## src/rtl/tif_pkg.sv

```systemverilog
// Package with the types, constants and tables of the twin interference factor unit.
package tif_pkg;

  localparam int APPROX_STAGES = 20;

  localparam int CORDIC_IW = (APPROX_STAGES > 1) ? $clog2(APPROX_STAGES) : 1;
  localparam int HORNER_KW = $clog2(APPROX_STAGES + 1);

  localparam int SQRT_CELLS = 30;
  localparam int DIV_CELLS = 31;

  localparam logic [33:0] CORDIC_GAIN = 34'h026DD3B6A;
  localparam logic [57:0] INV_TWO_PI_Q60 = 58'h28BE60DB9391055;
  localparam logic [30:0] LOG2E_Q30 = 31'd1549082005;
  localparam logic [29:0] LN2_Q30 = 30'd744261118;
  localparam logic [30:0] ONE_Q30 = 31'h4000_0000;

  typedef enum logic [2:0] {
    REG_DIR_X      = 3'd0,
    REG_DIR_Y      = 3'd1,
    REG_DIR_Z      = 3'd2,
    REG_SEPARATION = 3'd3,
    REG_SPREAD     = 3'd4
  } cfg_reg_t;

  typedef struct packed {
    logic signed [31:0] q_x;
    logic signed [31:0] q_y;
    logic signed [31:0] q_z;
  } q_item_t;

  typedef struct packed {
    logic [18:0] factor;
    logic        bad_direction;
  } res_item_t;

  typedef struct packed {
    logic [59:0] v;
    logic [59:0] root;
    logic [59:0] probe;
  } sqrt_rec_t;

  typedef struct packed {
    logic        bad;
    logic [47:0] mag;
  } sqrt_side_t;

  typedef struct packed {
    logic [60:0] rem;
    logic [59:0] den;
    logic [30:0] quo;
  } div_rec_t;

  typedef struct packed {
    logic bad;
    logic sat;
  } div_side_t;

  typedef struct packed {
    logic signed [33:0]     x;
    logic signed [33:0]     y;
    logic signed [33:0]     z;
    logic [CORDIC_IW-1:0]   iter;
  } cordic_rec_t;

  typedef struct packed {
    logic        bad;
    logic        neg;
    logic        exp_zero;
    logic [5:0]  shift;
    logic [29:0] t;
  } cordic_side_t;

  typedef struct packed {
    logic [30:0]          r;
    logic [HORNER_KW-1:0] k;
    logic [29:0]          t;
  } horner_rec_t;

  typedef struct packed {
    logic        bad;
    logic        exp_zero;
    logic [5:0]  shift;
    logic        cneg;
    logic [17:0] cabs;
  } horner_side_t;

  // Arctangent of 2^-i in Q0.32 turns.
  function automatic logic [31:0] atan_turns(input logic [CORDIC_IW-1:0] i);
    logic [4:0] idx;
    idx = 5'(i);
    case (idx)
      5'd0:  atan_turns = 32'h20000000;
      5'd1:  atan_turns = 32'h12E4051E;
      5'd2:  atan_turns = 32'h09FB385B;
      5'd3:  atan_turns = 32'h051111D4;
      5'd4:  atan_turns = 32'h028B0D43;
      5'd5:  atan_turns = 32'h0145D7E1;
      5'd6:  atan_turns = 32'h00A2F61E;
      5'd7:  atan_turns = 32'h00517C55;
      5'd8:  atan_turns = 32'h0028BE53;
      5'd9:  atan_turns = 32'h00145F2F;
      5'd10: atan_turns = 32'h000A2F98;
      5'd11: atan_turns = 32'h000517CC;
      5'd12: atan_turns = 32'h00028BE6;
      5'd13: atan_turns = 32'h000145F3;
      5'd14: atan_turns = 32'h0000A2FA;
      5'd15: atan_turns = 32'h0000517D;
      5'd16: atan_turns = 32'h000028BE;
      5'd17: atan_turns = 32'h0000145F;
      5'd18: atan_turns = 32'h00000A30;
      5'd19: atan_turns = 32'h00000518;
      5'd20: atan_turns = 32'h0000028C;
      5'd21: atan_turns = 32'h00000146;
      5'd22: atan_turns = 32'h000000A3;
      5'd23: atan_turns = 32'h00000051;
      5'd24: atan_turns = 32'h00000029;
      5'd25: atan_turns = 32'h00000014;
      5'd26: atan_turns = 32'h0000000A;
      5'd27: atan_turns = 32'h00000005;
      5'd28: atan_turns = 32'h00000003;
      5'd29: atan_turns = 32'h00000001;
      5'd30: atan_turns = 32'h00000001;
      default: atan_turns = 32'h00000000;
    endcase
  endfunction

  // Reciprocal floor(2^31 / k) for the divisions inside the series.
  function automatic logic [31:0] recip_q31(input logic [HORNER_KW-1:0] k);
    logic [5:0] idx;
    idx = 6'(k);
    case (idx)
      6'd1:  recip_q31 = 32'd2147483648;
      6'd2:  recip_q31 = 32'd1073741824;
      6'd3:  recip_q31 = 32'd715827882;
      6'd4:  recip_q31 = 32'd536870912;
      6'd5:  recip_q31 = 32'd429496729;
      6'd6:  recip_q31 = 32'd357913941;
      6'd7:  recip_q31 = 32'd306783378;
      6'd8:  recip_q31 = 32'd268435456;
      6'd9:  recip_q31 = 32'd238609294;
      6'd10: recip_q31 = 32'd214748364;
      6'd11: recip_q31 = 32'd195225786;
      6'd12: recip_q31 = 32'd178956970;
      6'd13: recip_q31 = 32'd165191049;
      6'd14: recip_q31 = 32'd153391689;
      6'd15: recip_q31 = 32'd143165576;
      6'd16: recip_q31 = 32'd134217728;
      6'd17: recip_q31 = 32'd126322567;
      6'd18: recip_q31 = 32'd119304647;
      6'd19: recip_q31 = 32'd113025455;
      6'd20: recip_q31 = 32'd107374182;
      6'd21: recip_q31 = 32'd102261126;
      6'd22: recip_q31 = 32'd97612893;
      6'd23: recip_q31 = 32'd93368854;
      6'd24: recip_q31 = 32'd89478485;
      6'd25: recip_q31 = 32'd85899345;
      6'd26: recip_q31 = 32'd82595524;
      6'd27: recip_q31 = 32'd79536431;
      6'd28: recip_q31 = 32'd76695844;
      6'd29: recip_q31 = 32'd74051160;
      6'd30: recip_q31 = 32'd71582788;
      6'd31: recip_q31 = 32'd69273666;
      6'd32: recip_q31 = 32'd67108864;
      default: recip_q31 = 32'd0;
    endcase
  endfunction

endpackage

```

## src/rtl/tif_div_cell.sv

```systemverilog
// One quotient bit of the pipelined restoring divider.
module tif_div_cell (
  input  logic                  clk,
  input  logic                  rst,
  input  logic                  en,
  input  logic                  in_valid,
  input  tif_pkg::div_rec_t     in_rec,
  input  tif_pkg::div_side_t    in_side,
  output logic                  out_valid,
  output tif_pkg::div_rec_t     out_rec,
  output tif_pkg::div_side_t    out_side
);

  tif_pkg::div_rec_t rec_next;

  always_comb begin
    rec_next.den = in_rec.den >> 1;
    if (in_rec.rem >= {1'b0, in_rec.den}) begin
      rec_next.rem = in_rec.rem - {1'b0, in_rec.den};
      rec_next.quo = {in_rec.quo[29:0], 1'b1};
    end else begin
      rec_next.rem = in_rec.rem;
      rec_next.quo = {in_rec.quo[29:0], 1'b0};
    end
  end

  always_ff @(posedge clk) begin
    if (rst) begin
      out_valid <= 1'b0;
    end else if (en) begin
      out_valid <= in_valid;
    end
  end

  always_ff @(posedge clk) begin
    if (en) begin
      out_rec <= rec_next;
      out_side <= in_side;
    end
  end

endmodule

```

## config.mk

```make
export PLATFORM = sky130hd
export DESIGN_NAME = tif_div_cell
export DESIGN_NICKNAME = d
export VERILOG_FILES = /design/src/rtl/tif_pkg.sv /design/src/rtl/tif_div_cell.sv
export SDC_FILE = /design/constraint.sdc
export NUM_CORES = 1
export LEC_CHECK = 0
export CORE_UTILIZATION = 56
export CTS_BUF_LIST = sky130_fd_sc_hd__clkbuf_2 sky130_fd_sc_hd__clkbuf_4 sky130_fd_sc_hd__clkbuf_8
export CTS_CLUSTER_DIAMETER = 100
export CTS_CLUSTER_SIZE = 40
export DETAILED_ROUTE_END_ITERATION = 12
export DONT_BUFFER_PORTS = 1
export PLACE_DENSITY_LB_ADDON = 0.3
export SKIP_LAST_GASP = 1
export SLEW_MARGIN = 20
export SYNTH_ARGS = -nofsm -noshare
export SYNTH_HDL_FRONTEND = slang
export SYNTH_SLANG_ARGS = --single-unit
```

## constraint.sdc

```tcl
create_clock -name clk -period 3.22 [get_ports clk]
set_input_delay 0 -clock clk [delete_from_list [all_inputs] [get_ports clk]]
set_output_delay 0 -clock clk [all_outputs]
set_load 0.005 [all_outputs]
```

==> results.md <==
- Max-slew violation count: 0
- Post-synth EDFFs: 153
- Core Rows: 46
- R2r setup slk: 2070 ps
- Most common cell after layout, fill and taps aside: dlygate4sd3_1
- Antenna cells: 0
- Clock edge transition at the registers on the reported setup and hold paths: 90 ps
- Crit. End Element: flop
- IO Pins: 313
- Post-synth net total: 1122
- Clock buffer depth: 2
- WHS: -354 ps
- Resized cells post-CTS: 0
- Hold Violations, Final: 153
- Via-per-instance ratio: 6.01
- Worst setup SP type: input pin
- Endpoints failing setup: 0
- Share of the synthesized area in the top cell type: 0.499
- Starting DRT DRC Count: 686
- Cell mode on critical path: o21ai_2
- Layout Cells excl Fill: 1279
- RR Endpoint: out_valid
- Max incr delay on CP: 560 ps
- Maximum number of pins on one net before global-route repair: 155
- Hold Path Depth: 0
- Number of global-route vias before repair: 7641
- Worst Path Arrival: 3350 ps
- Clk_lat worst skew: 470 ps
- Yosys warns: 0
- Placed Cells: 1092
- Sink Count: 154
- Die area: 0.0170 mm^2
- HP Start: en
- Fraction of layout cells with a size suffix above 1: 0.0593
- Fin nets: 1269
- Placer Congestion: 0.905
- Most frequent cells in the layout: dlygate4sd3_1 (155), edfxtp_1 (153), nand2_1 (107), inv_1 (84), o21ai_0 (81)
- Yosys reg bits: 154
- Synth async-reset ratio: 0
- Sequential area share after synthesis: 0.501
- Worst Tran Pin Value: 547 ps
- HP Class: input pin to flop
- Worst Skew: 0 ps
- Critical path's slowest cell: dlygate4sd3_1
- CTS Buf Count: 17
- First-pass GRT wire length: 39.6 mm
- Initial Util: 0.576
- Worst Hold Endpoint: out_rec[86]
- Worst vdd rail ir drop: 0.000310 V
- Final instance area: 0.0114 mm^2
- Area Overhead vs Synth: 23.5%
- CTS tree: yes
- Port-buffer cells: 0
- CTS H-tree lvls: 4
- Max Cap Viol: 0
- # Post-CTS Setup Buffers: 0
- Setup TNS: 0 ps
- CP Depth: 14
- PwrDens: 466 mW/mm^2
- Reg2reg path depth: 3
- DRT antenna net count: 0
- Gr usage total: 0.309
- Post-Route WL: 26.4 mm
- Clk root buf: clkbuf_8
- DP Area: 0.00944 mm^2
- Initial antenna violation count: 0
- Synthesized area per cell: 10.2 um^2
- Die height: 130 um
- Detailed-route via count: 7690
- Worst r2r src: out_valid
- Die width: 130 um
- Pleak: 0.00464 uW
- RSZ-0062 raised after global routing: false
- Crit path max fanout: 3
- Post-Syn Area: 0.00922 mm^2
- Violated checks: hold timing
- Mapped Cells: 903
- DRC viols: 0
- Core Area: 0.0160 mm^2
- F_max: 323 MHz
- Slew headroom: 0.636
- Crit-path cells: dlygate4sd3_1 > inv_1 > ha_1 > fa_1 > nor2b_1 > o31a_1 > o21ai_2 > o21ai_2 > a31oi_1 > o211ai_2 > a21oi_2 > o41ai_4 > mux2i_1 > o31ai_1
- Crit path max-delay family: compound AO/OA/AOI/OAI gates
- Synth Flop Type: edfxtp_1
- Worst Path Class, Setup: input pin to flop
- Cell taking the most area after synthesis: edfxtp_1
- Outcome: complete, but fails checks
- Worst EP required: 3480 ps
- Period minus WS final: 3090 ps
- Post-synth cell types: 65
- Wire per inst: 20.6 um
- HPWL Detailed: 17.3 mm
- Synth top area cells: edfxtp_1 (50%), ha_1 (8.1%), o21ai_0 (4.4%)
- Pre-antenna DRT Iters: 5
- Total grt overflow: 0
- Hold_buf cts: 155
- CP bufs+invs: 2
- Final Cycle Share: 0.961
==> where the power goes <==
group | leakage, uW | total [uW] | switching [uW] | internal (uW)
clock | 0.000190 | 1460 | 824 | 638
combinational | 0.00294 | 1200 | 665 | 538
sequential | 0.00150 | 2640 | 144 | 2500
==> routing by layer <==
layer  GRT usage  share of wire  wire [um]  up-vias
met2       0.531           0.49      12900      452
met5           0              0          0        -
li1            -              -          -     3571
met4       0.152          0.039       1030        0
met1       0.358           0.38       9990     3595
met3      0.0775          0.095       2510       72
==> worst max-delay path by stage <==
| stage | end | start | slack (ps) |
|---|---|---|---|
| floorplan | out_rec[151] | in_rec[38] | 490 |
| global placement | out_rec[151] | in_rec[38] | 220 |
| detailed placement | out_rec[151] | in_rec[38] | 190 |
| CTS | out_rec[119] | in_rec[91] | 190 |
| global route | out_rec[127] | in_rec[91] | 4 |
| finish | out_rec[149] | in_rec[91] | 130 |
==> sequential cells by signal (all words and copies together), names as in the netlist <==
name,cells
out_valid,1
out_side,2
out_rec,151
==> cells in the mapped netlist (all sizes together), types with 3 or more instances <==
cell / n
o211ai: 4
a21o: 39
a221oi: 3
nand3: 18
a31oi: 5
o21ai: 94
nand4: 25
a21oi: 78
xnor2: 33
and3: 5
clkbuf: 25
a211oi: 6
nand2: 107
or3: 4
and2: 6
ha: 60
nor3: 6
o31ai: 3
nor4: 3
edfxtp: 153
nor2: 39
o21bai: 19
inv: 84
xor2: 20
a21boi: 6
or2: 4
buf: 14
nand2b: 4
==> cells by family (layout without fill, tap and decap cells) <==
| kind of cell | count (synthesis) | in the layout | synth area share |
|---|---|---|---|
| other cells | 1 | 1 | 0.000407 |
| xor+xnor | 53 | 53 | 0.0504 |
| compound gates | 277 | 277 | 0.191 |
| mux | 4 | 4 | 0.00502 |
| flops | 154 | 154 | 0.501 |
| buf+inv | 123 | 283 | 0.0538 |
| fa+ha+maj | 61 | 61 | 0.0836 |
| simple gates | 230 | 230 | 0.115 |
==> stage by stage <==
stage / setup WS (ps) / power, uW / hold WS, ps / utilization
detailed placement: 190 / 3680 / 81.4 / 0.590
CTS: 193 / 5250 / -367 / 0.711
global route: 4.28 / 5530 / -373 / 0.711
global placement: 221 / 3650 / 74.0 / 0.590
finish: 126 / 5310 / -354 / 0.711
floorplan: 492 / 3410 / 72.4 / -
==> cell type report <==
class	count	area, um^2
clock buffer	17	234
inverter	84	315
timing repair buffer	167	1680
multi-input combinational	626	4110
clock inverter	15	153
sequential	154	4610
tap	216	270
fill	1157	4620
==> worst register-to-register path: stages (launching register included) <==
cell and delay, ps:
dfxtp_1 340, mux2i_1 120, nor2_1 50, dlygate4sd3_1 540
Note: power is estimated with default switching activity, not from simulation.
