==> src/rtl/tif_pkg.sv <==
// Package with the types, constants and tables of the twin interference factor unit.
package tif_pkg;

  localparam int APPROX_STAGES = 20;

  localparam int CORDIC_IW = (APPROX_STAGES > 1) ? $clog2(APPROX_STAGES) : 1;
  localparam int HORNER_KW = $clog2(APPROX_STAGES + 1);

  localparam int SQRT_CELLS = 30;
  localparam int DIV_CELLS = 31;

  localparam logic [33:0] CORDIC_GAIN = 34'h026DD3B6A;
  localparam logic [57:0] INV_TWO_PI_Q60 = 58'h28BE60DB9391055;
  localparam logic [30:0] LOG2E_Q30 = 31'd1549082005;
  localparam logic [29:0] LN2_Q30 = 30'd744261118;
  localparam logic [30:0] ONE_Q30 = 31'h4000_0000;

  typedef enum logic [2:0] {
    REG_DIR_X      = 3'd0,
    REG_DIR_Y      = 3'd1,
    REG_DIR_Z      = 3'd2,
    REG_SEPARATION = 3'd3,
    REG_SPREAD     = 3'd4
  } cfg_reg_t;

  typedef struct packed {
    logic signed [31:0] q_x;
    logic signed [31:0] q_y;
    logic signed [31:0] q_z;
  } q_item_t;

  typedef struct packed {
    logic [18:0] factor;
    logic        bad_direction;
  } res_item_t;

  typedef struct packed {
    logic [59:0] v;
    logic [59:0] root;
    logic [59:0] probe;
  } sqrt_rec_t;

  typedef struct packed {
    logic        bad;
    logic [47:0] mag;
  } sqrt_side_t;

  typedef struct packed {
    logic [60:0] rem;
    logic [59:0] den;
    logic [30:0] quo;
  } div_rec_t;

  typedef struct packed {
    logic bad;
    logic sat;
  } div_side_t;

  typedef struct packed {
    logic signed [33:0]     x;
    logic signed [33:0]     y;
    logic signed [33:0]     z;
    logic [CORDIC_IW-1:0]   iter;
  } cordic_rec_t;

  typedef struct packed {
    logic        bad;
    logic        neg;
    logic        exp_zero;
    logic [5:0]  shift;
    logic [29:0] t;
  } cordic_side_t;

  typedef struct packed {
    logic [30:0]          r;
    logic [HORNER_KW-1:0] k;
    logic [29:0]          t;
  } horner_rec_t;

  typedef struct packed {
    logic        bad;
    logic        exp_zero;
    logic [5:0]  shift;
    logic        cneg;
    logic [17:0] cabs;
  } horner_side_t;

  // Arctangent of 2^-i in Q0.32 turns.
  function automatic logic [31:0] atan_turns(input logic [CORDIC_IW-1:0] i);
    logic [4:0] idx;
    idx = 5'(i);
    case (idx)
      5'd0:  atan_turns = 32'h20000000;
      5'd1:  atan_turns = 32'h12E4051E;
      5'd2:  atan_turns = 32'h09FB385B;
      5'd3:  atan_turns = 32'h051111D4;
      5'd4:  atan_turns = 32'h028B0D43;
      5'd5:  atan_turns = 32'h0145D7E1;
      5'd6:  atan_turns = 32'h00A2F61E;
      5'd7:  atan_turns = 32'h00517C55;
      5'd8:  atan_turns = 32'h0028BE53;
      5'd9:  atan_turns = 32'h00145F2F;
      5'd10: atan_turns = 32'h000A2F98;
      5'd11: atan_turns = 32'h000517CC;
      5'd12: atan_turns = 32'h00028BE6;
      5'd13: atan_turns = 32'h000145F3;
      5'd14: atan_turns = 32'h0000A2FA;
      5'd15: atan_turns = 32'h0000517D;
      5'd16: atan_turns = 32'h000028BE;
      5'd17: atan_turns = 32'h0000145F;
      5'd18: atan_turns = 32'h00000A30;
      5'd19: atan_turns = 32'h00000518;
      5'd20: atan_turns = 32'h0000028C;
      5'd21: atan_turns = 32'h00000146;
      5'd22: atan_turns = 32'h000000A3;
      5'd23: atan_turns = 32'h00000051;
      5'd24: atan_turns = 32'h00000029;
      5'd25: atan_turns = 32'h00000014;
      5'd26: atan_turns = 32'h0000000A;
      5'd27: atan_turns = 32'h00000005;
      5'd28: atan_turns = 32'h00000003;
      5'd29: atan_turns = 32'h00000001;
      5'd30: atan_turns = 32'h00000001;
      default: atan_turns = 32'h00000000;
    endcase
  endfunction

  // Reciprocal floor(2^31 / k) for the divisions inside the series.
  function automatic logic [31:0] recip_q31(input logic [HORNER_KW-1:0] k);
    logic [5:0] idx;
    idx = 6'(k);
    case (idx)
      6'd1:  recip_q31 = 32'd2147483648;
      6'd2:  recip_q31 = 32'd1073741824;
      6'd3:  recip_q31 = 32'd715827882;
      6'd4:  recip_q31 = 32'd536870912;
      6'd5:  recip_q31 = 32'd429496729;
      6'd6:  recip_q31 = 32'd357913941;
      6'd7:  recip_q31 = 32'd306783378;
      6'd8:  recip_q31 = 32'd268435456;
      6'd9:  recip_q31 = 32'd238609294;
      6'd10: recip_q31 = 32'd214748364;
      6'd11: recip_q31 = 32'd195225786;
      6'd12: recip_q31 = 32'd178956970;
      6'd13: recip_q31 = 32'd165191049;
      6'd14: recip_q31 = 32'd153391689;
      6'd15: recip_q31 = 32'd143165576;
      6'd16: recip_q31 = 32'd134217728;
      6'd17: recip_q31 = 32'd126322567;
      6'd18: recip_q31 = 32'd119304647;
      6'd19: recip_q31 = 32'd113025455;
      6'd20: recip_q31 = 32'd107374182;
      6'd21: recip_q31 = 32'd102261126;
      6'd22: recip_q31 = 32'd97612893;
      6'd23: recip_q31 = 32'd93368854;
      6'd24: recip_q31 = 32'd89478485;
      6'd25: recip_q31 = 32'd85899345;
      6'd26: recip_q31 = 32'd82595524;
      6'd27: recip_q31 = 32'd79536431;
      6'd28: recip_q31 = 32'd76695844;
      6'd29: recip_q31 = 32'd74051160;
      6'd30: recip_q31 = 32'd71582788;
      6'd31: recip_q31 = 32'd69273666;
      6'd32: recip_q31 = 32'd67108864;
      default: recip_q31 = 32'd0;
    endcase
  endfunction

endpackage

==> src/rtl/tif_sqrt_cell.sv <==
// One digit step of the pipelined integer square root.
module tif_sqrt_cell (
  input  logic                   clk,
  input  logic                   rst,
  input  logic                   en,
  input  logic                   in_valid,
  input  tif_pkg::sqrt_rec_t     in_rec,
  input  tif_pkg::sqrt_side_t    in_side,
  output logic                   out_valid,
  output tif_pkg::sqrt_rec_t     out_rec,
  output tif_pkg::sqrt_side_t    out_side
);

  logic [60:0]        trial;
  tif_pkg::sqrt_rec_t rec_next;

  always_comb begin
    trial = 61'(in_rec.root) + 61'(in_rec.probe);
    rec_next.probe = in_rec.probe >> 2;
    if ({1'b0, in_rec.v} >= trial) begin
      rec_next.v = in_rec.v - trial[59:0];
      rec_next.root = (in_rec.root >> 1) + in_rec.probe;
    end else begin
      rec_next.v = in_rec.v;
      rec_next.root = in_rec.root >> 1;
    end
  end

  always_ff @(posedge clk) begin
    if (rst) begin
      out_valid <= 1'b0;
    end else if (en) begin
      out_valid <= in_valid;
    end
  end

  always_ff @(posedge clk) begin
    if (en) begin
      out_rec <= rec_next;
      out_side <= in_side;
    end
  end

endmodule

==> config.mk <==
export PLATFORM = sky130hd
export DESIGN_NAME = tif_sqrt_cell
export DESIGN_NICKNAME = d
export VERILOG_FILES = /design/src/rtl/tif_pkg.sv /design/src/rtl/tif_sqrt_cell.sv
export SDC_FILE = /design/constraint.sdc
export NUM_CORES = 1
export LEC_CHECK = 0
export BUFFER_PORTS_ARGS = -buffer_cell sky130_fd_sc_hd__buf_4
export CAP_MARGIN = 40
export CORE_MARGIN = 2
export CORE_UTILIZATION = 35
export CTS_CLUSTER_DIAMETER = 40
export DETAILED_ROUTE_END_ITERATION = 8
export REMOVE_ABC_BUFFERS = 1
export SETUP_SLACK_MARGIN = 0.2
export SYNTH_ARGS = -nofsm -noshare
export SYNTH_HDL_FRONTEND = slang
export SYNTH_SLANG_ARGS = --single-unit
==> constraint.sdc <==
create_clock -name clk -period 7.75 [get_ports clk]
set_input_delay 1.55 -clock clk [delete_from_list [all_inputs] [get_ports clk]]
set_output_delay 1.55 -clock clk [all_outputs]
set_load 0.05 [all_outputs]
==> flow_metrics.env, run 1 <==
export IMPL_synth_cells=1879
export IMPL_end_kind="register"
export IMPL_slew_headroom_pct=33.9
export IMPL_grt_overflow=0
export IMPL_path_clk_slew_ns=0.04
export IMPL_rsz0062_at_grt="no"
export IMPL_fmax_mhz=139
export IMPL_whs_ns=0.493
export IMPL_final_common_cell="buf_4"
export IMPL_clockBufferDepth=3
export IMPL_drive_gt1_share_pct=30.6
export IMPL_slowest_stage="or4_4"
export IMPL_io_pins=463
export IMPL_die_x_um=239
export IMPL_p_leak_nw=11.0
export IMPL_grt_pass1_wl_um=99100
export IMPL_fin_setup_tns_ns=0
export IMPL_grt_max_degree=125
export IMPL_dr_pass1_iters=6
export IMPL_cellPowerDensity_mw_per_mm2=271
export IMPL_skew_ns=0
export IMPL_final_setup_viol_count=0
export IMPL_synth_seq_cells=228
export IMPL_seq_area_frac_synth_pct=35.4
export IMPL_finalCritPeriodShare_pct=92.6
export IMPL_first_iter_violations=1562
export IMPL_area_growth_synth_to_final_pct=30.3
export IMPL_grt_util_all_layers_pct=22.4
export IMPL_detail_route_wl_per_cell_um=21.6
export IMPL_via_count=17153
export IMPL_synth_area_mm2=0.0193
export IMPL_crit_path_start_kind="input pin"
export IMPL_antenna_found_initial=3
export IMPL_fin_crit_ns=7.17
export IMPL_cts_hold_buffers=0
export IMPL_dieArea_mm2=0.0570
export IMPL_cp_arrival_ns=7.47
export IMPL_ant_nets=0
export IMPL_clock_sinks=228
export IMPL_finish_utilization_pct=45.9
export IMPL_drc=0
export IMPL_fp_dieH_um=239
export IMPL_htreeDepth=2
export IMPL_clk_insertion_delay_late_ns=0.56
export IMPL_place_gp_congestion=0.973
export IMPL_numCtsBuffers=49
export IMPL_place_area_mm2=0.0234
export IMPL_yosysWarningCount=0
export IMPL_dpl_hpwl_um=54400
export IMPL_crit_path_frequent_cell="nand3_1"
export IMPL_synth_distinct_cells=87
export IMPL_core_region_area_mm2=0.0548
export IMPL_hold_class="reg2reg"
export IMPL_root_buffer="clkbuf_16"
export IMPL_num_rows=86
export IMPL_final_area_mm2=0.0251
export IMPL_final_cell_mix="483 x buf_4, 227 x edfxtp_1, 192 x a21oi_1, 179 x ha_1, 117 x a21o_1"
export IMPL_nFillCells=5123
export IMPL_synth_area_per_cell_um2=10.3
export IMPL_crit_path_max_fanout=28
export IMPL_hold_start="out_valid"
export IMPL_status="finished, final reports clean"
export IMPL_grt_pass1_vias=16551
export IMPL_finalHoldViolCount=0
export IMPL_tightest_slew_ns=0.992
export IMPL_ir_drop_v=0.000202
export IMPL_critical_path_class="in2reg"
export IMPL_finalWirelength_um=66800
export IMPL_cts_tree="done"
export IMPL_vias_per_cell=5.55
export IMPL_synth_edf_count=227
export IMPL_initial_core_util_pct=35.2
export IMPL_slew_viol_final=0
export IMPL_critPathMaxStageDelay_ns=0.59
export IMPL_synthFlopType="edfxtp_1"
export IMPL_nNetsFinal=2761
export IMPL_drv_cap=0
export IMPL_synth_async_reset_ratio_pct=0
export IMPL_worstPathRequired_ns=8.05
export IMPL_port_buffers=460
export IMPL_setup_worst_path_start="in_rec[68]"
export IMPL_timing_rr_start="out_valid"
critical path: cells and delay by family:
| family | cells | cell delay (ns) |
|---|---|---|
| adder cells (fa/ha/maj) | 2 | 0.74 |
| AND/OR/NAND/NOR | 8 | 2.05 |
| AO/OA/AOI/OAI | 9 | 1.85 |
| buffers and inverters | 4 | 0.74 |
| XOR/XNOR | 1 | 0.18 |
| multiplexers | 1 | 0.32 |
logic make-up after synthesis:
| family | Yosys count | synth area share, % |
|---|---|---|
| compound gates | 613 | 21.0 |
| fa+ha+maj | 182 | 11.9 |
| simple gates | 434 | 11.3 |
| flops | 228 | 35.4 |
| buf+inv | 130 | 3.68 |
| mux | 121 | 8.90 |
| other cells | 1 | 0.0194 |
| xor+xnor | 170 | 7.72 |
cells in the mapped netlist (6+ instances only):
| cell | instances | area (um2) |
|---|---|---|
| a2111oi_0 | 6 | 52.6 |
| nor2_1 | 84 | 315 |
| xor2_1 | 75 | 657 |
| a31oi_1 | 14 | 87.6 |
| nand4_1 | 45 | 282 |
| a21oi_1 | 192 | 961 |
| buf_12 | 11 | 220 |
| a211oi_1 | 15 | 113 |
| o21ai_1 | 7 | 35.0 |
| mux2_2 | 20 | 225 |
| edfxtp_1 | 227 | 6820 |
| or3_1 | 9 | 56.3 |
| nor3_1 | 23 | 115 |
| o21bai_1 | 28 | 210 |
| buf_2 | 11 | 55.1 |
| and3_1 | 15 | 93.8 |
| nor4_1 | 10 | 62.6 |
| nand3_1 | 46 | 230 |
| mux2_4 | 96 | 1440 |
| inv_1 | 55 | 206 |
| xnor2_1 | 95 | 832 |
| o211ai_1 | 10 | 75.1 |
| clkbuf_1 | 47 | 176 |
| a21o_1 | 117 | 878 |
| o31ai_1 | 7 | 52.6 |
| o21ai_0 | 99 | 495 |
| o21a_1 | 24 | 180 |
| a21boi_0 | 9 | 67.6 |
| ha_1 | 179 | 2240 |
| nand2_1 | 115 | 432 |
| and2_1 | 14 | 87.6 |
| nor2b_1 | 21 | 131 |
| nand2b_1 | 24 | 150 |
| a41oi_1 | 7 | 61.3 |
stage by stage:
step | setup slack, ns | cells | power [W]
global placement | 0.160 | 2998 | 0.00466
finish | 0.577 | 3093 | 0.00681
detailed placement | 0.0199 | 2999 | 0.00466
global route | 0.228 | 3093 | 0.00712
CTS | 0.591 | 3090 | 0.00683
floorplan | 0.298 | 1805 | 0.00374
flip-flops by register name, summed over array words and instances, names as in the netlist:
| name | cells |
|---|---|
| out_valid | 1 |
| out_rec | 178 |
| out_side | 49 |
timing repair:
item / CTS / global route
gates resized for setup: 0 / 2
hold endpoints to repair: 0 / 0
setup buffers: 0 / 0
setup endpoints to repair: 0 / 31
cell type report:
class	instances	area, um2	share of cell area (%)
Clock inverter	40	437	1.74
Timing Repair Buffer	490	3770	15.0
Multi-Input combinational cell	1522	11800	46.7
Clock buffer	51	1250	4.99
Sequential cell	228	6840	27.2
Inverter	55	206	0.821
Antenna cell	3	7.51	0.0299
Tap cell	704	881	3.50
where the power goes:
group / total (W) / internal (W) / switching (W)
registers: 0.00163 / 0.00157 / 0.0000557
clock network: 0.00213 / 0.00142 / 0.000718
logic: 0.00304 / 0.00119 / 0.00185
worst paths after layout:
check,cells after the start,slack [ns],endpoint
worst min-delay path,2,0.49,out_valid
worst max register to register,2,7.17,out_valid
worst max-delay path,25,0.58,out_rec[108]
worst min register to register,2,0.49,out_valid
metal layers:
metal  track usage (%)  up-vias  routed length, um
met3              2.86      115               3840
met5                 0        -                  0
met1              31.8     8220              30900
met4              7.31        0               2020
li1                  -     8137                  -
met2              35.4      681              30000
Note: power is estimated with default switching activity, not from simulation.
==> inputs of run 2 (changes only) <==
RECOVER_POWER = 100   (was unset)
==> run 2 against run 1 <==
Against the previous run:
- the run now ends with capacitance limit, slew limit left
- die area unchanged
- cell count stayed put
- combinational power down 7.9%
==> flow_metrics.env, run 2 (synthesized netlist as in run 1, its figures left out) <==
export IMPL_root_buffer="clkbuf_16"
export IMPL_clockBufferDepth=3
export IMPL_status="finished with violations"
export IMPL_dieArea_mm2=0.0570
export IMPL_cp_arrival_ns=7.54
export IMPL_end_kind="register"
export IMPL_tightest_slew_ns=5.75
export IMPL_finalCritPeriodShare_pct=93.5
export IMPL_dr_pass1_iters=5
export IMPL_grt_pass1_wl_um=99100
export IMPL_first_iter_violations=1578
export IMPL_nFillCells=5503
export IMPL_port_buffers=460
export IMPL_skew_ns=0
export IMPL_grt_util_all_layers_pct=22.4
export IMPL_vias_per_cell=5.53
export IMPL_path_clk_slew_ns=0.04
export IMPL_worstPathRequired_ns=8.04
export IMPL_drive_gt1_share_pct=15.7
export IMPL_final_common_cell="clkbuf_1"
export IMPL_finalHoldViolCount=0
export IMPL_drv_cap=1
export IMPL_initial_core_util_pct=35.2
export IMPL_fmax_mhz=138
export IMPL_io_pins=463
export IMPL_finalWirelength_um=66900
export IMPL_final_cell_mix="288 x clkbuf_1, 227 x edfxtp_1, 192 x a21oi_1, 179 x ha_1, 146 x buf_4"
export IMPL_antenna_found_initial=3
export IMPL_critPathMaxStageDelay_ns=0.65
export IMPL_largest_register="out_rec"
export IMPL_cts_tree="done"
export IMPL_place_gp_congestion=0.973
export IMPL_drc=0
export IMPL_area_growth_synth_to_final_pct=23.4
export IMPL_worstHoldPathCells=2
export IMPL_slew_viol_final=125
export IMPL_ant_nets=0
export IMPL_cts_hold_buffers=0
export IMPL_hold_class="reg2reg"
export IMPL_numCtsBuffers=49
export IMPL_rsz0062_at_grt="no"
export IMPL_crit_path_frequent_cell="nand3_1"
export IMPL_total_power_w=0.00656
export IMPL_fin_crit_ns=7.25
export IMPL_cp_depth=25
export IMPL_crit_path_max_fanout=28
export IMPL_detail_route_wl_per_cell_um=21.6
export IMPL_clock_sinks=228
export IMPL_grt_overflow=0
export IMPL_top_regs="out_rec (178), out_side (49), out_valid (1)"
export IMPL_grt_pass1_vias=16551
export IMPL_fp_dieH_um=239
export IMPL_fin_setup_tns_ns=0
export IMPL_slew_headroom_pct=-283
export IMPL_htreeDepth=2
export IMPL_die_x_um=239
export IMPL_ir_drop_v=0.000201
export IMPL_crit_path_start_kind="input pin"
export IMPL_cellPowerDensity_mw_per_mm2=275
export IMPL_violations="capacitance limit, slew limit"
export IMPL_critical_path_class="in2reg"
export IMPL_ff2ff_path_depth=2
export IMPL_dpl_hpwl_um=54400
export IMPL_cp_buffers_inverters=4
export IMPL_clk_insertion_delay_late_ns=0.55
export IMPL_num_rows=86
export IMPL_nNetsFinal=2761
export IMPL_grt_max_degree=125
export IMPL_critPathTopFamily="simple AND/OR/NAND/NOR gates"
export IMPL_final_setup_viol_count=0
export IMPL_p_leak_nw=9.78
export IMPL_slowest_stage="or4_1"
export IMPL_via_count=17096
export IMPL_largest_register_ffs=178
export IMPL_core_region_area_mm2=0.0548
==> run 2: stage by stage <==
stage / utilization [%] / area [um2] / cells / setup WS [ns] / hold WS [ns]
final: 43.5 / 23800 / 3093 / 0.501 / 0.491
after global routing: 43.5 / 23800 / 3093 / 0.117 / 0.537
after CTS: 45.9 / 25100 / 3090 / 0.591 / 0.503
after detailed placement: 42.8 / 23400 / 2999 / 0.0199 / 0.492
after global placement: 42.8 / 23400 / 2998 / 0.160 / 0.478
after floorplan: - / 18800 / 1805 / 0.298 / 0.733
==> run 2: layout make-up <==
class	instances	area, um2	area share [%]
inverter	55	206	0.867
multi-input combinational	1522	11500	48.3
clock inverter	40	437	1.83
clock buffer	51	1250	5.27
sequential	228	6840	28.7
antenna	3	7.51	0.0315
tap	704	881	3.70
timing repair buffer	490	2680	11.3
==> run 2: final timing paths <==
kind	start	end	slack [ns]
worst min-delay path	out_valid	out_valid	0.49
worst max-delay path	in_rec[8]	out_rec[104]	0.50
worst max register to register	out_valid	out_valid	7.08
worst min register to register	out_valid	out_valid	0.49
==> run 2: what timing repair did <==
action,in CTS,in global routing
resized for setup,0,2
buffers inserted,0,0
endpoints found under the setup margin,0,31
==> run 2: worst register-to-register path: stages (launching register included) <==
cell and delay [ns]:
dfxtp_1 0.32, mux2i_1 0.06, nor2_1 0.21
==> run 2: report_power, final <==
group | total (W) | switching [W] | internal [W]
logic | 0.00280 | 0.00184 | 0.000959
registers | 0.00163 | 0.0000520 | 0.00158
clock network | 0.00213 | 0.000716 | 0.00142
total | 0.00656 | 0.00261 | 0.00395
==> run 2: metal layers <==
metal	track usage [%]	wire (um)	part of all wire, %	up-vias
met5	0	0	0	-
met3	2.86	3860	5.8	116
li1	-	-	-	8139
met2	35.4	29800	45	675
met1	31.8	31100	47	8166
met4	7.31	2040	3.0	0
