`config.mk`:
```
export PLATFORM = sky130hd
export DESIGN_NAME = tif_cordic_cell
export DESIGN_NICKNAME = d
export VERILOG_FILES = /design/src/rtl/tif_pkg.sv /design/src/rtl/tif_cordic_cell.sv
export SDC_FILE = /design/constraint.sdc
export NUM_CORES = 1
export LEC_CHECK = 0
export BUFFER_PORTS_ARGS = -buffer_cell sky130_fd_sc_hd__buf_2
export CORE_MARGIN = 3
export CORE_UTILIZATION = 43
export DETAILED_ROUTE_END_ITERATION = 16
export GPL_TIMING_DRIVEN = 0
export PLACE_DENSITY = 0.76
export SYNTH_ARGS = -nofsm -noshare
export SYNTH_HDL_FRONTEND = slang
export SYNTH_SLANG_ARGS = --single-unit
```
`constraint.sdc`:
```
create_clock -name clk -period 15.9 [get_ports clk]
set_clock_uncertainty 0.05 [all_clocks]
set_input_delay 2.385 -clock clk [delete_from_list [all_inputs] [get_ports clk]]
set_output_delay 2.385 -clock clk [all_outputs]
set_load 0.01 [all_outputs]
```
`src/rtl/tif_pkg.sv`:
```
// Package with the types, constants and tables of the twin interference factor unit.
package tif_pkg;

  localparam int APPROX_STAGES = 20;

  localparam int CORDIC_IW = (APPROX_STAGES > 1) ? $clog2(APPROX_STAGES) : 1;
  localparam int HORNER_KW = $clog2(APPROX_STAGES + 1);

  localparam int SQRT_CELLS = 30;
  localparam int DIV_CELLS = 31;

  localparam logic [33:0] CORDIC_GAIN = 34'h026DD3B6A;
  localparam logic [57:0] INV_TWO_PI_Q60 = 58'h28BE60DB9391055;
  localparam logic [30:0] LOG2E_Q30 = 31'd1549082005;
  localparam logic [29:0] LN2_Q30 = 30'd744261118;
  localparam logic [30:0] ONE_Q30 = 31'h4000_0000;

  typedef enum logic [2:0] {
    REG_DIR_X      = 3'd0,
    REG_DIR_Y      = 3'd1,
    REG_DIR_Z      = 3'd2,
    REG_SEPARATION = 3'd3,
    REG_SPREAD     = 3'd4
  } cfg_reg_t;

  typedef struct packed {
    logic signed [31:0] q_x;
    logic signed [31:0] q_y;
    logic signed [31:0] q_z;
  } q_item_t;

  typedef struct packed {
    logic [18:0] factor;
    logic        bad_direction;
  } res_item_t;

  typedef struct packed {
    logic [59:0] v;
    logic [59:0] root;
    logic [59:0] probe;
  } sqrt_rec_t;

  typedef struct packed {
    logic        bad;
    logic [47:0] mag;
  } sqrt_side_t;

  typedef struct packed {
    logic [60:0] rem;
    logic [59:0] den;
    logic [30:0] quo;
  } div_rec_t;

  typedef struct packed {
    logic bad;
    logic sat;
  } div_side_t;

  typedef struct packed {
    logic signed [33:0]     x;
    logic signed [33:0]     y;
    logic signed [33:0]     z;
    logic [CORDIC_IW-1:0]   iter;
  } cordic_rec_t;

  typedef struct packed {
    logic        bad;
    logic        neg;
    logic        exp_zero;
    logic [5:0]  shift;
    logic [29:0] t;
  } cordic_side_t;

  typedef struct packed {
    logic [30:0]          r;
    logic [HORNER_KW-1:0] k;
    logic [29:0]          t;
  } horner_rec_t;

  typedef struct packed {
    logic        bad;
    logic        exp_zero;
    logic [5:0]  shift;
    logic        cneg;
    logic [17:0] cabs;
  } horner_side_t;

  // Arctangent of 2^-i in Q0.32 turns.
  function automatic logic [31:0] atan_turns(input logic [CORDIC_IW-1:0] i);
    logic [4:0] idx;
    idx = 5'(i);
    case (idx)
      5'd0:  atan_turns = 32'h20000000;
      5'd1:  atan_turns = 32'h12E4051E;
      5'd2:  atan_turns = 32'h09FB385B;
      5'd3:  atan_turns = 32'h051111D4;
      5'd4:  atan_turns = 32'h028B0D43;
      5'd5:  atan_turns = 32'h0145D7E1;
      5'd6:  atan_turns = 32'h00A2F61E;
      5'd7:  atan_turns = 32'h00517C55;
      5'd8:  atan_turns = 32'h0028BE53;
      5'd9:  atan_turns = 32'h00145F2F;
      5'd10: atan_turns = 32'h000A2F98;
      5'd11: atan_turns = 32'h000517CC;
      5'd12: atan_turns = 32'h00028BE6;
      5'd13: atan_turns = 32'h000145F3;
      5'd14: atan_turns = 32'h0000A2FA;
      5'd15: atan_turns = 32'h0000517D;
      5'd16: atan_turns = 32'h000028BE;
      5'd17: atan_turns = 32'h0000145F;
      5'd18: atan_turns = 32'h00000A30;
      5'd19: atan_turns = 32'h00000518;
      5'd20: atan_turns = 32'h0000028C;
      5'd21: atan_turns = 32'h00000146;
      5'd22: atan_turns = 32'h000000A3;
      5'd23: atan_turns = 32'h00000051;
      5'd24: atan_turns = 32'h00000029;
      5'd25: atan_turns = 32'h00000014;
      5'd26: atan_turns = 32'h0000000A;
      5'd27: atan_turns = 32'h00000005;
      5'd28: atan_turns = 32'h00000003;
      5'd29: atan_turns = 32'h00000001;
      5'd30: atan_turns = 32'h00000001;
      default: atan_turns = 32'h00000000;
    endcase
  endfunction

  // Reciprocal floor(2^31 / k) for the divisions inside the series.
  function automatic logic [31:0] recip_q31(input logic [HORNER_KW-1:0] k);
    logic [5:0] idx;
    idx = 6'(k);
    case (idx)
      6'd1:  recip_q31 = 32'd2147483648;
      6'd2:  recip_q31 = 32'd1073741824;
      6'd3:  recip_q31 = 32'd715827882;
      6'd4:  recip_q31 = 32'd536870912;
      6'd5:  recip_q31 = 32'd429496729;
      6'd6:  recip_q31 = 32'd357913941;
      6'd7:  recip_q31 = 32'd306783378;
      6'd8:  recip_q31 = 32'd268435456;
      6'd9:  recip_q31 = 32'd238609294;
      6'd10: recip_q31 = 32'd214748364;
      6'd11: recip_q31 = 32'd195225786;
      6'd12: recip_q31 = 32'd178956970;
      6'd13: recip_q31 = 32'd165191049;
      6'd14: recip_q31 = 32'd153391689;
      6'd15: recip_q31 = 32'd143165576;
      6'd16: recip_q31 = 32'd134217728;
      6'd17: recip_q31 = 32'd126322567;
      6'd18: recip_q31 = 32'd119304647;
      6'd19: recip_q31 = 32'd113025455;
      6'd20: recip_q31 = 32'd107374182;
      6'd21: recip_q31 = 32'd102261126;
      6'd22: recip_q31 = 32'd97612893;
      6'd23: recip_q31 = 32'd93368854;
      6'd24: recip_q31 = 32'd89478485;
      6'd25: recip_q31 = 32'd85899345;
      6'd26: recip_q31 = 32'd82595524;
      6'd27: recip_q31 = 32'd79536431;
      6'd28: recip_q31 = 32'd76695844;
      6'd29: recip_q31 = 32'd74051160;
      6'd30: recip_q31 = 32'd71582788;
      6'd31: recip_q31 = 32'd69273666;
      6'd32: recip_q31 = 32'd67108864;
      default: recip_q31 = 32'd0;
    endcase
  endfunction

endpackage

```
`src/rtl/tif_cordic_cell.sv`:
```
// One rotation of the pipelined cosine CORDIC.
module tif_cordic_cell (
  input  logic                    clk,
  input  logic                    rst,
  input  logic                    en,
  input  logic                    in_valid,
  input  tif_pkg::cordic_rec_t    in_rec,
  input  tif_pkg::cordic_side_t   in_side,
  output logic                    out_valid,
  output tif_pkg::cordic_rec_t    out_rec,
  output tif_pkg::cordic_side_t   out_side
);

  logic signed [33:0]   dx;
  logic signed [33:0]   dy;
  logic signed [33:0]   ang;
  tif_pkg::cordic_rec_t rec_next;

  always_comb begin
    dx = in_rec.y >>> in_rec.iter;
    dy = in_rec.x >>> in_rec.iter;
    ang = 34'(tif_pkg::atan_turns(in_rec.iter));
    rec_next.iter = in_rec.iter + 1'b1;
    if (!in_rec.z[33]) begin
      rec_next.x = in_rec.x - dx;
      rec_next.y = in_rec.y + dy;
      rec_next.z = in_rec.z - ang;
    end else begin
      rec_next.x = in_rec.x + dx;
      rec_next.y = in_rec.y - dy;
      rec_next.z = in_rec.z + ang;
    end
  end

  always_ff @(posedge clk) begin
    if (rst) begin
      out_valid <= 1'b0;
    end else if (en) begin
      out_valid <= in_valid;
    end
  end

  always_ff @(posedge clk) begin
    if (en) begin
      out_rec <= rec_next;
      out_side <= in_side;
    end
  end

endmodule

```
==> flow_summary.yaml, run 1 <==
outcome:
  outcome: "complete, but fails checks"
  violations: "max-capacitance violations"
setup_path:
  reg2reg_from: "out_valid"
  worstPathRequired_ns: 16.08
  r2r_end: "out_valid"
  r2r_cells: 2
  crit_arrival_ns: 10.96
  cp_slowest_stage_delay_ns: 0.86
  worst-r2r-setup-slack_ns: 15.26
  crit_slowest_cell: "a21boi_0"
  cp-start-kind: "input port"
  cpMostUsedCell: "clkbuf_1"
  path_max_fanout: 13
  crit_path_end_kind: "register"
  crit_type: "in -> reg"
route:
  vias_per_cell: 6.643
  drc: 0
  via_count: 17500
  firstDrtPassIters: 6
  antenna_left: 0
  routed_wl_um: 84840
  first_iter_violations: 2345
  routedWlPerCell_um: 32.21
power_and_ir_drop:
  cellPowerDensity_nw_per_um2: 99.97
  power_w: 0.001981
  power.leakage_nw: 8.216
  ir_drop_uv: 79.62
sta:
  hold-worst-slack_ns: 0.4622
  timing.setup.tns_ns: 0
  maxSlewViolCount: 0
  max_slew_margin_pct: 0.3881
  final_period_minus_worst_setup_slack_ns: 10.79
  clock.fmax_ghz: 0.09270
  rsz0062_at_grt: "no"
  worstMarginPinSlew_ns: 1.453
  finalSetupViolCount: 0
  period_share_pct: 67.85
  final_hold_viol_count: 0
logic_synthesis:
  synth_area_um2: 17080
  synth-edff-count: 146
  yosys-top-cells-count: "168 x a21oi_1, 146 x edfxtp_1, 142 x nand2_1, 134 x nor2_1"
  synth_top_area_share_pct: 25.68
  syn_area_per_cell_um2: 9.555
  yosys.cell_count.top_type: "a21oi_1"
  ys_ff_latch: 147
  synth.area.top_cells: "edfxtp_1 26%, mux4_2 14%, ha_1 8.1%"
  synthCells: 1787
  synthDominantAreaCellType: "edfxtp_1"
  synth_nets: 2051
  synthArstFlopShare_pct: 0
  ys_types: 96
  yosysWarnings: 0
  synth_flop_cell: "edfxtp_1"
  seq_area_frac_synth_pct: 25.79
floorplan:
  num_rows: 72
  core_um2: 38920
  die_area_um2: 42140
  die_y_um: 205.3
  die_x_um: 205.3
  start_util_pct: 43.88
  io_pins: 297
clock_network:
  cts.sinks: 147
  path_clk_slew_ns: 0.07
  clock_latency_ns: 0.47
  root_buffer: "clkbuf_16"
  postCtsHoldBufs: 0
  cts_tree: "built"
  cts-htree-levels: 4
  post_cts_resized: 0
  postCtsSetupBuffers: 0
  cts.path.max_buffers: 2
  cts_buffers: 17
layout:
  drive_gt1_share_pct: 25.00
  n_fill_cell: 3635
  fin_area_um2: 19820
  area_growth_syn_to_layout_pct: 16.08
  fin_nets: 2363
  fin_cells: 2634
grt:
  grt-ovfl-total: 0
  grt_first_pass_wirelength_um: 117700
  grt_max_degree: 93
  first_global_vias: 16690
  antenna_found_initial: 3
  grt_use_total_pct: 39.00
placed_design:
  hpwl_um: 65670
  portBuffers: 292
  dp.cells: 2598
  place.gp.congestion: 1.067
  placed_cell_area_um2: 19220
job:
  max-cap-violations: 1
worst_hold_path:
  whs_endpoint: "out_valid"
  holdPathStages: 2
  min_path_type: "reg -> reg"
  hold_start: "out_valid"
[metrics by stage]
step	utilization (%)	setup WS, ns
detailed placement	49.40	5.132
CTS	50.91	5.591
global route	50.91	5.007
floorplan	-	7.450
global placement	49.30	5.178
finish	50.93	5.112
[critical path, delay by kind of cell]
kind | cells | cell delay (ns)
fa+ha+maj | 2 | 0.61
simple gates | 10 | 2.72
compound gates | 7 | 2.20
xor+xnor | 2 | 0.40
buf+inv | 7 | 2.60
[per-layer routing]
metal / vias up / wire length (um) / GRT usage, %
li1: 7476 / - / -
met1: 8560 / 33550 / 51.24
met2: 1225 / 36530 / 57.91
met3: 237 / 10590 / 14.06
met4: 0 / 4175 / 16.91
met5: - / 0 / 0
[worst max path at each step]
stage	cells after the start	startpoint	to	slack (ns)
2_1_floorplan	27	in_rec[0]	out_rec[38]	7.45
3_5_place_dp	28	in_rec[1]	out_rec[38]	5.13
3_3_place_gp	28	in_rec[1]	out_rec[38]	5.18
5_1_grt	28	in_rec[1]	out_rec[38]	5.01
6_report	28	in_rec[1]	out_rec[38]	5.11
4_1_cts	28	in_rec[1]	out_rec[38]	5.59
[registers in the layout (all words and copies together) (netlist names)]
name       flops
out_side      39
out_rec      107
out_valid      1
[cells by family after synthesis]
group                      count (synthesis)  synth area share [%]
xor gates and xnor gates                 178                 9.130
adders and majority gates                114                 8.485
AOI/OAI and AO/OA                        523                 20.03
DFF                                      147                 25.79
muxes                                    179                 18.19
and+or+nand+nor                          489                 14.08
buffers and inverters                    157                 4.287
[where the power goes]
part	leakage, nW	switching, W	internal [W]	total [W]
clock	0.284	0.000208	0.000210	0.000418
combinational	6.49	0.000615	0.000385	0.00100
sequential	1.44	0.0000193	0.000544	0.000563
total	8.22	0.000842	0.00114	0.00198
[placed cells by master, fill, tap and decap left out, types with 7 or more instances in the layout]
cell type,instances
nand2b_1,27
mux2_2,19
clkbuf_1,41
a211oi_1,17
buf_6,7
o221ai_1,8
nor2b_1,26
and3_1,14
mux2i_1,56
buf_2,323
a21oi_1,168
nor3b_1,7
o21ai_0,78
o22ai_1,23
nor2_1,134
xor2_1,67
buf_4,11
xnor2_1,111
or3_1,8
mux4_2,103
a31oi_1,24
clkbuf_16,17
inv_1,53
o21bai_1,17
nor3_1,28
a22oi_1,9
and2_1,21
buf_1,10
a21o_1,51
ha_1,111
edfxtp_1,146
nand3_1,34
a32oi_1,7
o21a_1,23
nand2_1,142
nand4_1,12
a21boi_0,9
[layout make-up]
class	instances	area [um2]	share of cell area [%]
plain buffers	101	521.8	2.632
well taps	518	648.1	3.270
diodes	4	10.01	0.05050
clock inverters	15	162.7	0.8206
flip-flops and latches	147	4404	22.22
multi-input cells	1483	11940	60.26
clock buffers	17	425.4	2.146
repair buffers	293	1495	7.543
inverters	56	210.2	1.060
Note: power is estimated with default switching activity, not from simulation.
==> run 2: changes to the inputs <==
ABC_AREA = 1   (was default)
PLACE_DENSITY = 0.79   (was 0.76)
clock period = 9.9 ns   (was 15.9 ns; I/O delays follow)
==> run 2 against run 1 <==
Net effect:
- the flow now finishes without violations
- register-to-register slack got worse by 6.0 ns
- non-clock buffer count fell by 15
- wire length fell by 5.5%
- critical endpoint unchanged
- highest routed layer unchanged
==> flow_summary.yaml, run 2 <==
layout:
  top_register: "out_rec"
  reg_top3: "out_rec: 107 flops, out_side: 39 flops, out_valid: 1 flops"
  fin_nets: 3102
  drive_gt1_share_pct: 14.87
  area_growth_syn_to_layout_pct: 16.43
  n_fill_cell: 3873
  layout_commonest_cell: "nand2_1"
  mostFrequentLayoutCells: "759 x nand2_1, 393 x nand3_1, 325 x buf_2, 225 x inv_1, 195 x nor2_1"
  largest_reg_flops: 107
sta:
  worstMarginPinSlew_ns: 1.440
  maxSlewViolCount: 0
  rsz0062_at_grt: "no"
  finalSetupViolCount: 0
  hold-worst-slack_ns: 0.4583
  max_slew_margin_pct: 3.140
  period_share_pct: 75.96
  final_hold_viol_count: 0
  timing.setup.tns_ns: 0
  clock.fmax_ghz: 0.1330
  final_period_minus_worst_setup_slack_ns: 7.520
  worst_slack_ns: 2.380
power_and_ir_drop:
  power_w: 0.003097
  ir_drop_uv: 125.4
  cellPowerDensity_nw_per_um2: 159.5
  power.leakage_nw: 9.611
clock_network:
  postCtsHoldBufs: 0
  root_buffer: "clkbuf_16"
  cts.sinks: 147
  postCtsSetupBuffers: 0
  cts.path.max_buffers: 2
  cts_tree: "built"
  cts-htree-levels: 4
  cts_buffers: 17
  path_clk_slew_ns: 0.08
  clock_latency_ns: 0.46
  post_cts_resized: 0
route:
  routedWlPerCell_um: 23.84
  drc: 0
  routed_wl_um: 80180
  first_iter_violations: 2241
  firstDrtPassIters: 6
  via_count: 19690
  antenna_left: 0
  vias_per_cell: 5.853
floorplan:
  die_y_um: 203.0
  die_area_um2: 41190
  io_pins: 297
  core_um2: 37930
  die_x_um: 203.0
  start_util_pct: 43.97
  num_rows: 71
logic_synthesis:
  synth_area_um2: 16680
  synth_nets: 2788
  synthCells: 2524
  ys_ff_latch: 147
  yosys.cell_count.top_type: "nand2_1"
  yosys-top-cells-count: "759 x nand2_1, 393 x nand3_1, 225 x inv_1, 195 x nor2_1, 146 x edfxtp_1"
  synth.area.top_cells: "edfxtp_1 26%, nand2_1 17%, nand3_1 12%"
  synth-edff-count: 146
  seq_area_frac_synth_pct: 26.40
  ys_types: 48
  syn_area_per_cell_um2: 6.608
  synthArstFlopShare_pct: 0
  yosysWarnings: 0
  synth_flop_cell: "edfxtp_1"
  synthDominantAreaCellType: "edfxtp_1"
  synth_top_area_share_pct: 26.28
grt:
  grt-ovfl-total: 0
  grt_max_degree: 79
  first_global_vias: 18450
  antenna_found_initial: 1
  grt_use_total_pct: 37.76
  grt_first_pass_wirelength_um: 116100
placed_design:
  place.gp.congestion: 1.086
  hpwl_um: 64970
  place_ws_ns: 2.496
  portBuffers: 294
job:
  max-cap-violations: 0
setup_path:
  worstPathRequired_ns: 10.08
  path_max_fanout: 14
  cp-start-kind: "input port"
  crit_path_end_kind: "register"
  crit_arrival_ns: 7.70
  crit_type: "in -> reg"
worst_hold_path:
  min_path_type: "reg -> reg"
outcome:
  outcome: "complete, no violations"
run 2: worst paths after layout:
| check | startpoint | depth (start not counted) | end | slack [ns] |
|---|---|---|---|---|
| setup / recovery | in_rec[0] | 27 | out_rec[38] | 2.38 |
| hold / removal | out_valid | 2 | out_valid | 0.46 |
| setup reg to reg | out_valid | 2 | out_valid | 9.27 |
| hold reg to reg | out_valid | 2 | out_valid | 0.46 |
run 2: metrics by stage:
| step | instances | util, % | cell area [um2] |
|---|---|---|---|
| CTS | 3362 | 51.19 | 19420 |
| global placement | 3329 | 49.54 | 18790 |
| floorplan | 2524 | - | 16680 |
| global route | 3362 | 51.19 | 19420 |
| detailed placement | 3330 | 49.63 | 18820 |
| finish | 3363 | 51.20 | 19420 |
run 2: per-layer routing:
layer  wire (um)  part of all wire (%)  global-route usage (%)
met2       34100                    43                   57.17
met1       33430                    42                   51.89
met4        3736                   4.7                   15.49
met5           0                     0                       0
met3        8911                    11                   8.834
run 2: worst max-delay path: stages:
cell and delay [ns]:
buf_2 0.21, buf_4 0.23, inv_2 0.07, buf_6 0.16
buf_6 0.18, ha_1 0.44, nor2_1 0.14, inv_1 0.08
nand3_1 0.12, o21ai_0 0.21, a21oi_1 0.33, ha_1 0.20
inv_1 0.06, nor3_1 0.17, nand2_1 0.13, nor2_1 0.23
nand3_1 0.19, o21ai_0 0.65, inv_1 0.11, ha_1 0.44
nand2_1 0.08, nor2_1 0.13, inv_1 0.07, nor4_1 1.08
o21ai_0 0.23, nand3_1 0.18, xnor2_1 0.08
run 2: logic make-up (layout without fill, tap and decap cells):
kind of cell	after synthesis	after routing	share of synthesized area, %
buf+inv	325	652	8.019
simple gates	1431	1431	36.50
xor+xnor	170	170	8.927
compound gates	336	336	11.40
mux	1	1	0.06001
fa+ha+maj	114	114	8.687
flops	147	147	26.40
other cells	0	1	0
run 2: power by group:
| part | switching (W) | internal (W) | leakage [nW] |
|---|---|---|---|
| sequential | 0.0000323 | 0.000874 | 1.44 |
| combinational | 0.00101 | 0.000502 | 7.89 |
| clock | 0.000337 | 0.000337 | 0.283 |
run 2: cell type report:
type	count	area (um2)	share of cell area, %
Clock inverter	15	167.7	0.8633
Tap cell	511	639.4	3.292
Timing Repair Buffer	295	1505	7.751
Clock buffer	17	425.4	2.191
Multi-Input combinational cell	2052	10940	56.32
Inverter	241	907.1	4.671
Sequential cell	147	4404	22.68
Antenna cell	1	2.502	0.01289
Buffer	84	430.4	2.216
==> run 3: changes to the inputs <==
clock period = 6.17 ns   (was 9.9 ns; I/O delays follow)
==> run 3 against run 2 <==
Net effect:
- register-to-register slack got worse by 3.7 ns
- via count about the same
- utilization increased by 0.19 points
- non-clock buffer count increased by 1
- clock-buffer cell count unchanged
- largest cell class unchanged
==> flow_summary.yaml, run 3 (synthesis gave the netlist of run 2 again) <==
sta:
  rsz0062_at_grt: "no"
  period_share_pct: 96.76
  finalSetupViolCount: 0
  worstMarginPinSlew_ns: 1.363
  worst_slack_ns: 0.2002
  maxSlewViolCount: 0
  final_period_minus_worst_setup_slack_ns: 5.970
  max_slew_margin_pct: 9.122
  clock.fmax_ghz: 0.1675
  timing.setup.tns_ns: 0
  final_hold_viol_count: 0
setup_path:
  worstPathRequired_ns: 6.35
  crit_type: "in -> reg"
  cp-start-kind: "input port"
  crit_arrival_ns: 6.15
  r2r_cells: 2
  path_max_fanout: 14
  crit_path_end_kind: "register"
job:
  max-cap-violations: 0
clock_network:
  cts.sinks: 147
  path_clk_slew_ns: 0.08
  cts.path.max_buffers: 2
  cts_buffers: 17
  cts-htree-levels: 4
  postCtsHoldBufs: 0
  clock_latency_ns: 0.46
  cts_tree: "built"
  root_buffer: "clkbuf_16"
floorplan:
  die_area_um2: 41190
  die_x_um: 203.0
  die_y_um: 203.0
  io_pins: 297
  core_um2: 37930
  start_util_pct: 43.97
  num_rows: 71
route:
  first_iter_violations: 2377
  via_count: 19700
  vias_per_cell: 5.856
  drc: 0
  antenna_left: 0
  routed_wl_um: 80280
  firstDrtPassIters: 8
  routedWlPerCell_um: 23.86
layout:
  largest_reg_flops: 107
  area_growth_syn_to_layout_pct: 16.86
  top_register: "out_rec"
  drive_gt1_share_pct: 15.29
  mostFrequentLayoutCells: "759 x nand2_1, 393 x nand3_1, 324 x buf_2, 225 x inv_1, 194 x nor2_1"
  layout_commonest_cell: "nand2_1"
  fin_nets: 3103
  n_fill_cell: 3861
  reg_top3: "out_rec: 107 flops, out_side: 39 flops, out_valid: 1 flops"
placed_design:
  portBuffers: 294
  place_ws_ns: -0.6744
  hpwl_um: 64970
  place.gp.congestion: 1.086
grt:
  grt-ovfl-total: 0
  grt_max_degree: 79
  antenna_found_initial: 1
  use_met1_pct: 51.90
  first_global_vias: 18470
  grt_first_pass_wirelength_um: 116100
  grt_use_total_pct: 37.77
  grt_use_met2_pct: 57.19
  grt_util_met3_pct: 8.850
  busiest_layer: "met2"
power_and_ir_drop:
  cellPowerDensity_nw_per_um2: 255.7
  power.leakage_nw: 9.639
  ir_drop_uv: 201.0
worst_hold_path:
  min_path_type: "reg -> reg"
  holdPathStages: 2
outcome:
  outcome: "complete, no violations"
==> run 3: changes by cell type in the layout (fill, tap and decap cells not counted), sizes merged <==
cell | before | now
clkbuf | 39 | 40
==> run 3: timing repair <==
item,in CTS,in global routing
pin swaps,0,2
resized for setup,2,18
buffers inserted,0,2
setup endpoints to repair,3,13
==> run 3: worst paths after layout <==
kind	startpoint	end	slack [ns]
max	in_rec[0]	out_rec[38]	0.20
min	out_valid	out_valid	0.46
max reg2reg	out_valid	out_valid	5.54
min reg2reg	out_valid	out_valid	0.46
==> run 3: layer usage <==
metal	up-vias	share of wire, %	wire (um)
li1	9126	-	-
met4	0	4.6	3707
met1	9155	42	33420
met2	1241	43	34220
met3	177	11	8923
met5	-	0	0
==> run 3: metrics by stage <==
stage | power (W) | hold slack, ns | cell area, um2 | std cells | utilization [%]
after floorplan | 0.002985 | 0.4779 | 16680 | 2524 | -
after global placement | 0.003791 | 0.4206 | 18790 | 3329 | 49.54
after detailed placement | 0.003825 | 0.4598 | 18820 | 3330 | 49.63
after CTS | 0.004910 | 0.4756 | 19420 | 3362 | 51.21
after global routing | 0.005252 | 0.5216 | 19490 | 3363 | 51.38
final | 0.004985 | 0.4583 | 19490 | 3364 | 51.38
==> run 3: final cells by class <==
class / instances / area, um2 / share of cell area [%]
Multi-Input combinational cell: 2052 / 11000 / 56.43
Antenna cell: 1 / 2.502 / 0.01284
Clock inverter: 15 / 167.7 / 0.8602
Tap cell: 511 / 639.4 / 3.280
Clock buffer: 17 / 425.4 / 2.183
Buffer: 83 / 426.7 / 2.189
Sequential cell: 147 / 4404 / 22.60
Timing Repair Buffer: 297 / 1520 / 7.799
Inverter: 241 / 907.1 / 4.654
==> run 3: report_power, final <==
part	switching [W]	total, W	internal, W
Sequential	0.0000517	0.00145	0.00140
Clock	0.000542	0.00108	0.000541
Combinational	0.00164	0.00245	0.000812
Total	0.00223	0.00498	0.00276
==> run 3: worst max-delay path, cell delays in order <==
cell,delay (ns)
buf_2,0.21
buf_4,0.23
inv_2,0.07
buf_6,0.16
buf_6,0.18
ha_1,0.43
nor2_1,0.14
inv_1,0.07
nand3_1,0.13
o21ai_1,0.15
a21oi_2,0.20
ha_1,0.17
inv_1,0.06
nor3_1,0.18
nand2_1,0.14
nor2_2,0.17
nand3_1,0.20
nand2_4,0.17
xor2_1,0.26
ha_2,0.39
a21oi_1,0.23
inv_1,0.09
a21oi_1,0.22
o21ai_0,0.16
a31oi_2,0.48
nand3_1,0.15
xnor2_1,0.16
